### src/acr_pkg.sv
// Shared types, constants and the median-of-three function for the
// channel rotator with median filtering. No dependencies.
package acr_pkg;

	// Fixed field widths
	localparam int SAMPLE_W        = 10;
	localparam int MUX_W           = 3;
	localparam int CHAN_W          = 3;
	localparam int SLOT_W          = 2;
	localparam int SLOTS           = 3;
	localparam int MEDIAN_CHANNELS = 3;

	localparam logic [MUX_W-1:0]  MUX_BASE  = 3'd5;
	localparam logic [SLOT_W-1:0] SLOT_LAST = 2'(SLOTS - 1);

	// Store write request from the scan control
	typedef struct packed {
		logic              en;
		logic [CHAN_W-1:0] chan;
		logic [SLOT_W-1:0] slot;
	} acr_wr_t;

	// Scan state after the current item has been applied
	typedef struct packed {
		logic [CHAN_W-1:0] chan;
		logic              kept;
		logic              all_filled;
	} acr_status_t;

	// Median of three: max(min(a,b), min(max(a,b),c))
	function automatic logic [SAMPLE_W-1:0] med3(
		input logic [SAMPLE_W-1:0] a,
		input logic [SAMPLE_W-1:0] b,
		input logic [SAMPLE_W-1:0] c
	);
		logic [SAMPLE_W-1:0] lo;
		logic [SAMPLE_W-1:0] hi;
		logic [SAMPLE_W-1:0] hc;
		lo = (a < b) ? a : b;
		hi = (a < b) ? b : a;
		hc = (hi < c) ? hi : c;
		return (lo > hc) ? lo : hc;
	endfunction

endpackage

### src/acr_scan_ctrl.sv
// Channel scan sequencer: settle discard, slot and channel counters,
// ready flag. Depends on acr_pkg.
module acr_scan_ctrl import acr_pkg::*; #(
	parameter int CHANNEL_COUNT = 3
) (
	input  logic        clk,
	input  logic        arst_n,
	input  logic        advance,
	output acr_wr_t     wr,
	output acr_status_t status
);

	localparam logic [CHAN_W-1:0] CHAN_LAST = CHAN_W'(CHANNEL_COUNT - 1);

	logic [CHAN_W-1:0] chan_q, chan_d;
	logic [SLOT_W-1:0] slot_q, slot_d;
	logic              discard_q, discard_d;
	logic              all_q, all_d;

	// Next scan state: drop one item after a switch, then fill three slots
	always_comb begin
		chan_d    = chan_q;
		slot_d    = slot_q;
		discard_d = discard_q;
		all_d     = all_q;
		if (discard_q) begin
			discard_d = 1'b0;
		end else if (slot_q == SLOT_LAST) begin
			slot_d    = '0;
			discard_d = 1'b1;
			if (chan_q == CHAN_LAST) begin
				chan_d = '0;
				all_d  = 1'b1;
			end else begin
				chan_d = chan_q + 1'b1;
			end
		end else begin
			slot_d = slot_q + 1'b1;
		end
	end

	// Store write and result status
	always_comb begin
		wr.en             = !discard_q;
		wr.chan           = chan_q;
		wr.slot           = slot_q;
		status.chan       = chan_d;
		status.kept       = !discard_q;
		status.all_filled = all_d;
	end

	// Advance on each accepted item
	always_ff @(posedge clk or negedge arst_n) begin
		if (!arst_n) begin
			chan_q    <= '0;
			slot_q    <= '0;
			discard_q <= 1'b1;
			all_q     <= 1'b0;
		end else if (advance) begin
			chan_q    <= chan_d;
			slot_q    <= slot_d;
			discard_q <= discard_d;
			all_q     <= all_d;
		end
	end

	a_switch_discards: assert property (@(posedge clk) disable iff (!arst_n)
		(chan_q != $past(chan_q)) |-> discard_q)
		else $error("channel switch without settle discard");

	a_discard_at_slot0: assert property (@(posedge clk) disable iff (!arst_n)
		discard_q |-> (slot_q == '0))
		else $error("discard pending with partial window");

	a_ready_sticky: assert property (@(posedge clk) disable iff (!arst_n)
		$past(all_q) |-> all_q)
		else $error("ready flag fell");

endmodule

### src/acr_window_store.sv
// Per-channel three-slot sample windows and their medians.
// Depends on acr_pkg.
module acr_window_store import acr_pkg::*; #(
	parameter int CHANNEL_COUNT = 3,
	parameter int SAMPLE_BITS   = 10
) (
	input  logic                                      clk,
	input  logic                                      arst_n,
	input  logic                                      advance,
	input  acr_wr_t                                   wr,
	input  logic [SAMPLE_W-1:0]                       sample,
	output logic [MEDIAN_CHANNELS-1:0][SAMPLE_W-1:0]  median
);

	localparam int KEEP_BITS = (SAMPLE_BITS < SAMPLE_W) ? SAMPLE_BITS : SAMPLE_W;

	logic [KEEP_BITS-1:0] value;
	logic [KEEP_BITS-1:0] store_q [CHANNEL_COUNT][SLOTS];

	assign value = sample[KEEP_BITS-1:0];

	// Write the kept sample into its slot
	always_ff @(posedge clk or negedge arst_n) begin
		if (!arst_n) begin
			for (int ch = 0; ch < CHANNEL_COUNT; ch++) begin
				for (int sl = 0; sl < SLOTS; sl++) begin
					store_q[ch][sl] <= '0;
				end
			end
		end else if (advance && wr.en) begin
			for (int ch = 0; ch < CHANNEL_COUNT; ch++) begin
				for (int sl = 0; sl < SLOTS; sl++) begin
					if (wr.chan == CHAN_W'(ch) && wr.slot == SLOT_W'(sl)) begin
						store_q[ch][sl] <= value;
					end
				end
			end
		end
	end

	// Medians over the window contents including this item's write
	for (genvar k = 0; k < MEDIAN_CHANNELS; k++) begin : g_med
		if (k < CHANNEL_COUNT) begin : g_on
			logic [KEEP_BITS-1:0] win [SLOTS];
			always_comb begin
				for (int sl = 0; sl < SLOTS; sl++) begin
					win[sl] = (wr.en && wr.chan == CHAN_W'(k) && wr.slot == SLOT_W'(sl))
						? value : store_q[k][sl];
				end
			end
			assign median[k] = med3(SAMPLE_W'(win[0]), SAMPLE_W'(win[1]),
				SAMPLE_W'(win[2]));
		end else begin : g_off
			assign median[k] = '0;
		end
	end

endmodule

### src/adc_channel_rotator_median3_core.sv
// Top level: converter channel rotator with median-of-three windows.
// Depends on acr_pkg, acr_scan_ctrl, acr_window_store.
//
//  channel | direction | signals                    | contents
//  s_*     | in        | tvalid tready tdata[15:0]  | one conversion result
//  m_*     | out       | tvalid tready tdata[39:0]  | mux input, three medians
//          |           | tuser[1:0]                 | kept flag, ready flag
//
// One item per cycle unless the output stalls: counters, window store and
// result register update at the accepting edge; the result is out next cycle.
// The result register decouples the sides: a new item is taken whenever the
// register is empty or is being emptied in the same cycle.
// Reset clears the counters, windows (medians read zero) and the valid flag.
module adc_channel_rotator_median3_core import acr_pkg::*; #(
	parameter int CHANNEL_COUNT = 3,
	parameter int SAMPLE_BITS   = 10
) (
	input  logic        clk,
	input  logic        arst_n,
	input  logic        s_tvalid,
	output logic        s_tready,
	input  logic [15:0] s_tdata,   // [9:0] sample, [15:10] zero
	output logic        m_tvalid,
	input  logic        m_tready,
	output logic [39:0] m_tdata,   // [2:0] mux_input, [12:3] median_first,
	                               // [22:13] median_second, [32:23] median_third,
	                               // [39:33] zero
	output logic [1:0]  m_tuser    // [0] sample_kept, [1] windows_ready
);

	logic                                     accept;
	acr_wr_t                                  wr;
	acr_status_t                              status;
	logic [MEDIAN_CHANNELS-1:0][SAMPLE_W-1:0] median;

	logic                                     valid_q;
	logic [MUX_W-1:0]                         mux_q;
	logic                                     kept_q;
	logic                                     ready_q;
	logic [MEDIAN_CHANNELS-1:0][SAMPLE_W-1:0] median_q;

	assign s_tready = !valid_q || m_tready;
	assign accept   = s_tvalid && s_tready;

	acr_scan_ctrl #(
		.CHANNEL_COUNT(CHANNEL_COUNT)
	) u_ctrl (
		.clk    (clk),
		.arst_n (arst_n),
		.advance(accept),
		.wr     (wr),
		.status (status)
	);

	acr_window_store #(
		.CHANNEL_COUNT(CHANNEL_COUNT),
		.SAMPLE_BITS  (SAMPLE_BITS)
	) u_store (
		.clk    (clk),
		.arst_n (arst_n),
		.advance(accept),
		.wr     (wr),
		.sample (s_tdata[SAMPLE_W-1:0]),
		.median (median)
	);

	// Hold the result until taken
	always_ff @(posedge clk or negedge arst_n) begin
		if (!arst_n) begin
			valid_q <= 1'b0;
		end else if (accept) begin
			valid_q <= 1'b1;
		end else if (m_tready) begin
			valid_q <= 1'b0;
		end
	end

	// Load the result payload
	always_ff @(posedge clk) begin
		if (accept) begin
			mux_q    <= MUX_BASE + MUX_W'(status.chan);
			kept_q   <= status.kept;
			ready_q  <= status.all_filled;
			median_q <= median;
		end
	end

	assign m_tvalid = valid_q;
	assign m_tdata  = {7'd0, median_q[2], median_q[1], median_q[0], mux_q};
	assign m_tuser  = {ready_q, kept_q};

	a_accept_gives_result: assert property (@(posedge clk) disable iff (!arst_n)
		accept |=> m_tvalid)
		else $error("accepted item produced no result");

	a_no_take_while_stuck: assert property (@(posedge clk) disable iff (!arst_n)
		(m_tvalid && !m_tready) |-> !accept)
		else $error("item taken while result register blocked");

	a_mux_range: assert property (@(posedge clk) disable iff (!arst_n)
		m_tvalid |-> (m_tdata[2:0] != 3'd1 && m_tdata[2:0] != 3'd2
			&& m_tdata[2:0] != 3'd3 && m_tdata[2:0] != 3'd4))
		else $error("mux input outside channel range");

endmodule

### config.mk
export PLATFORM = sky130hd
export DESIGN_NAME = adc_channel_rotator_median3_core
export DESIGN_NICKNAME = d
export VERILOG_FILES = /design/src/acr_pkg.sv /design/src/acr_scan_ctrl.sv /design/src/acr_window_store.sv /design/src/adc_channel_rotator_median3_core.sv
export SDC_FILE = /design/constraint.sdc
export NUM_CORES = 1
export LEC_CHECK = 0
export BUFFER_PORTS_ARGS = -buffer_cell sky130_fd_sc_hd__buf_2
export CAP_MARGIN = 20
export CORE_MARGIN = 2
export CORE_UTILIZATION = 28
export CTS_CLUSTER_SIZE = 24
export DETAILED_ROUTE_END_ITERATION = 6
export PLACE_DENSITY = 0.52
export SETUP_SLACK_MARGIN = 0.1
export SLEW_MARGIN = 20
export SYNTH_ARGS = -nofsm -noshare
export SYNTH_HDL_FRONTEND = slang
export SYNTH_SLANG_ARGS = --single-unit
### constraint.sdc
create_clock -name clk -period 14.04 [get_ports clk]
set_input_delay 1.404 -clock clk [delete_from_list [all_inputs] [get_ports clk]]
set_output_delay 1.404 -clock clk [all_outputs]
set_load 0.02 [all_outputs]
# Word-level counts from Yosys, hierarchy flattened

Index checks and enable logic that the tools add are counted.

Flip-flop bits (word level): 133
Word-level logic and storage cells: 108

Add/subtract/negate cells: 3
Equality and inequality tests: 4
Muxes and demuxes: 32
Order comparisons: 9
Reduce and logical (&&, ||, !) cells: 39
Bitwise operators: 1

Operators with widths:

| operator              | number |
|---|---|
| $mux W10              | 21 |
| $lt A10 B10 Y1        | 6 |
| $gt A10 B10 Y1        | 3 |
| $logic_and A1 B1 Y1   | 23 |
| $reduce_and A2 Y1     | 10 |
| $mux W3               | 3 |
| $mux W1               | 7 |
| $add A3 B1 Y3 const B | 1 |
| $add A3 B3 Y3 const A | 1 |
| $eq A3 B1 Y1 const B  | 1 |
| $eq A3 B2 Y1 const B  | 1 |
| $logic_not A3 Y1      | 1 |
| $add A2 B1 Y2 const B | 1 |
| $eq A2 B1 Y1 const B  | 1 |
| $eq A2 B2 Y1 const B  | 1 |
| $logic_not A1 Y1      | 2 |
| $logic_not A2 Y1      | 1 |
| $mux W2               | 1 |
| $reduce_bool A2 Y1    | 1 |
| $logic_or A1 B1 Y1    | 1 |
| $not A1 Y1            | 1 |

# Logic depth before layout (Yosys ltp)

Depth in word-level cells: 10
Gate-level depth with buffers: 35
Depth with buffers taken out: 30

# Cells and area by module

Synthesis repeated with hierarchy kept, for this count alone.

Cell total of the unflattened synthesis: 901
Area total of the unflattened synthesis: 9708.1 um2

Modules (own cells, without submodules):

| module                           | area each (um2) | instances | seq. area each (um2) | cells an instance |
|---|---|---|---|---|
| acr_window_store                 | 8119.0          | 1         | 2252.2               | 812 |
| adc_channel_rotator_median3_core | 1201.2          | 1         | 1076.0               | 52 |
| acr_scan_ctrl                    | 387.9           | 1         | 176.4                | 37 |

# Worst setup path after synthesis

Ideal clock, no wire load.

Kind: input-to-reg
Start: in s_tdata[2]
End: reg median_q (netlist bit m_tdata[3]) (data pin)
Buffers on the path: 3
Data arrival time: 6.753 ns
Path slack: 7.017 ns
Stages on the path: 28
Cells stage by stage: clkbuf_1 > mux2i_1 > inv_1 > ha_1 > nor2b_1 > a31o_2 > o311ai_2 > a211oi_2 > nor3_1 > buf_2 > mux2i_1 > ha_1 > a21o_1 > a21oi_1 > o21ai_0 > a221oi_1 > a21o_1 > a21boi_0 > ha_1 > nor2b_1 > o21a_1 > o21a_1 > o21ai_0 > a211oi_1 > o21a_1 > clkbuf_1 > a31oi_1 > a32oi_1

RTL lines:

| item                 | RTL line                               | text |
|---|---|---|
| start, declared      | adc_channel_rotator_median3_core.sv:22 | `input logic [15:0] s_tdata,` |
| end signal, assigned | adc_channel_rotator_median3_core.sv:84 | `median_q <= median;` |
| end, declared        | adc_channel_rotator_median3_core.sv:40 | `logic [MEDIAN_CHANNELS-1:0][SAMPLE_W-1:0] median_q;` |

==> reports/results.tsv <==
stage	metric	value	unit
worst_setup_path	maximum fanout along the worst path	15	
detailed_routing	1st-iter DRT viols	466	
die	IO Pins	64	
layout	NumNets Final	1099	
clock_tree	Num Clock Sinks	133	
global_routing	remaining global-route overflow	0	
die	Core Region	0.03574	mm²
timing	final period utilization	63.60	%
clock_tree	root buffer cell	clkbuf_16	
clock_tree	worst skew pair latency	440	ps
global_routing	All-Layer GR Usage	13.54	%
synth	register area share after synthesis	34.34	%
timing	Max Slew Vio Count	0	
detailed_routing	final wirelength	25.06	mm
place	port bufs	50	
synth	asr flop ratio synth	73.68	%
synth	post-synth top area share	23.79	%
clock_tree	Max Root-Sink Buffers	2	
timing	Post-Route Skew	13.53	ps
die	Die H	194.9	µm
synth	Post-synth top cells	mux2i_1 (145), mux2_2 (112), dfrtp_1 (97)	
layout	layout cells sized above 1	22.57	%
timing	# setup viols final	0	
clock_tree	H-tree lvl count	4	
detailed_routing	DR WL/cell	17.03	µm
global_routing	global-route wire length before repair	40.55	mm
synth	synthesized flop and latch total	133	
synth	most frequent cell after synthesis	mux2i_1	
synth	Warnings, synthesis	0	
detailed_routing	# DRC	0	
timing	RSZ-0062 raised after global routing	no	
worst_setup_path	CP Launch Type	flip-flop	
place	post-DP HPWL	18.15	mm
synth	Synth Cell Area	0.01020	mm²
status	run status	finished clean	
global_routing	largest net degree at the start of global routing	51	
worst_setup_path	WP data required	14300	ps
job	Max-cap violations	0	
worst_setup_path	Crit-path slowest cell	nor3_2	
timing	Hold Vio Cnt, Final	0	
layout	Filler cells	3686	
place	routability congestion estimate	0.8246	
worst_setup_path	Crit path top cell by count	ha_1	
synth	Primary FF master, synth	dfrtp_1	
clock_tree	CTS tree	built	
clock_tree	CTS Buf Count	17	
timing	Fin Setup TNS	0	ps
die	Die X-Extent	194.9	µm
detailed_routing	vias per cell	5.013	
clock_tree	clk slew on worst S/H paths	60	ps
detailed_routing	Initial DRT Pass Iterations	4	
die	Starting Density	28.55	%
clock_tree	hold buffers post-CTS	0	
synth	dominant cells by area after synthesis	dfrtp_1 (24%), mux2i_1 (14%), mux2_2 (12%)	
worst_setup_path	Arrival @ worst endpoint	9190	ps
timing	Rel. slew slack	29.89	%
synth	syn avg cell area	10.41	µm²
clock_tree	Setup Buffers After CTS	0	
worst_setup_path	max incr delay on CP	640	ps
layout	Area growth, synth to finish	11.46	%
clock_tree	CTS resizes	0	
worst_setup_path	critical path endpoint category	flip-flop	
timing	Tmin final	8929	ps
timing	Peak Freq	112.0	MHz
synth	leading area contributor after synthesis	dfrtp_1	
synth	library cells used by synthesis	80	
die	die area	0.03799	mm²
layout	antenna cells	0	
synth	Post-Synthesis Cells	980	
detailed_routing	Antenna Nets Post-Route	0	
worst_hold_path	Worst Hold Class	reg -> reg	
die	FP Rows	69	
global_routing	antenna violations before repair	1	
detailed_routing	vias	7374	
worst_setup_path	Setup Crit Path Kind	reg -> reg	
synth	Post-synth EDFFs	35	
global_routing	vias in the first global route	7368	
timing	worst-margin pin slew	1049	ps
-- area by class of cell --
| cell class | instances | area [µm²] | area share, % |
|---|---|---|---|
| clock buffer | 23 | 500.5 | 4.400 |
| clock inverter | 9 | 115.1 | 1.012 |
| inverter | 51 | 191.4 | 1.683 |
| multi-input combinational | 736 | 6173 | 54.27 |
| sequential | 133 | 3505 | 30.81 |
| tap | 461 | 576.8 | 5.071 |
| timing repair buffer | 58 | 312.8 | 2.750 |
-- worst paths after layout --
| path | startpoint | endpoint | slack [ps] | cells past startpoint |
|---|---|---|---|---|
| min in group asynchronous | arst_n | m_tvalid | 970 | 1 |
| min | u_ctrl.all_q | u_ctrl.all_q | 460 | 1 |
| min reg2reg | u_ctrl.all_q | u_ctrl.all_q | 460 | 1 |
| max | u_ctrl.chan_q[2] | m_tdata[11] | 5110 | 29 |
| max reg2reg | u_ctrl.chan_q[2] | m_tdata[11] | 5110 | 29 |
| max in group asynchronous | arst_n | u_store.store_q[63] | 11900 | 2 |
-- placed cells by master, fill, tap and decap left out, types with 25 or more instances in the layout --
cell type  count
edfxtp_1      35
buf_2         49
dfrtp_1       97
ha_1          82
a21o_1        25
a21oi_1       38
nor2_1        39
inv_1         50
nand2_1       55
mux2i_1      145
mux2_2       112
o21ai_0       40
-- layer usage --
layer  GRT usage [%]  up-vias  wire, µm  part of all wire [%]
li1                -     3644         -                     -
met5               0        -        16                 0.064
met1           18.42     3589     12440                    50
met2           21.88      108     11440                    46
met3           2.221       31       688                   2.7
met4           4.411        2       471                   1.9
-- flip-flops by register name, indices dropped and copies added (netlist names), 2 cells and up --
name             count
u_store.store_q     90
m_tdata             30
mux_q                3
u_ctrl.chan_q        3
u_ctrl.slot_q        2
-- critical path, delay by kind of cell (launching register included) --
kind                     cells  cell delay (ps)
multiplexers                 2              800
adder cells (fa/ha/maj)      3              850
flip-flops                   1              530
AO/OA/AOI/OAI               13             2830
AND/OR/NAND/NOR              9             3290
buffers and inverters        2              440
-- through the flow --
| step | setup slack (ps) | instances | util (%) | hold slack (ps) | cell area, µm² |
|---|---|---|---|---|---|
| finish | 5111 | 1471 | 31.82 | 457.7 | 11370 |
| global route | 4443 | 1471 | 31.82 | 484.2 | 11370 |
| CTS | 5148 | 1471 | 31.82 | 460.5 | 11370 |
| detailed placement | 5170 | 1439 | 30.10 | 445.1 | 10760 |
| global placement | 5251 | 1439 | 30.10 | 443.0 | 10760 |
| floorplan | 7017 | 986 | - | 424.7 | 10230 |
-- cell families (layout without fill, tap and decap cells) --
logic type | Yosys count | in the layout | synth area share (%)
xor+xnor | 9 | 9 | 0.7725
fa+ha+maj | 82 | 82 | 10.05
compound gates | 184 | 184 | 12.48
simple gates | 196 | 196 | 10.19
other cells | 1 | 7 | 0.03675
mux | 258 | 258 | 26.69
flops | 133 | 133 | 34.34
buf+inv | 117 | 141 | 5.432
Power is not shown: default switching activity piles up to over one toggle a cycle in this logic, so the estimate is an artifact.
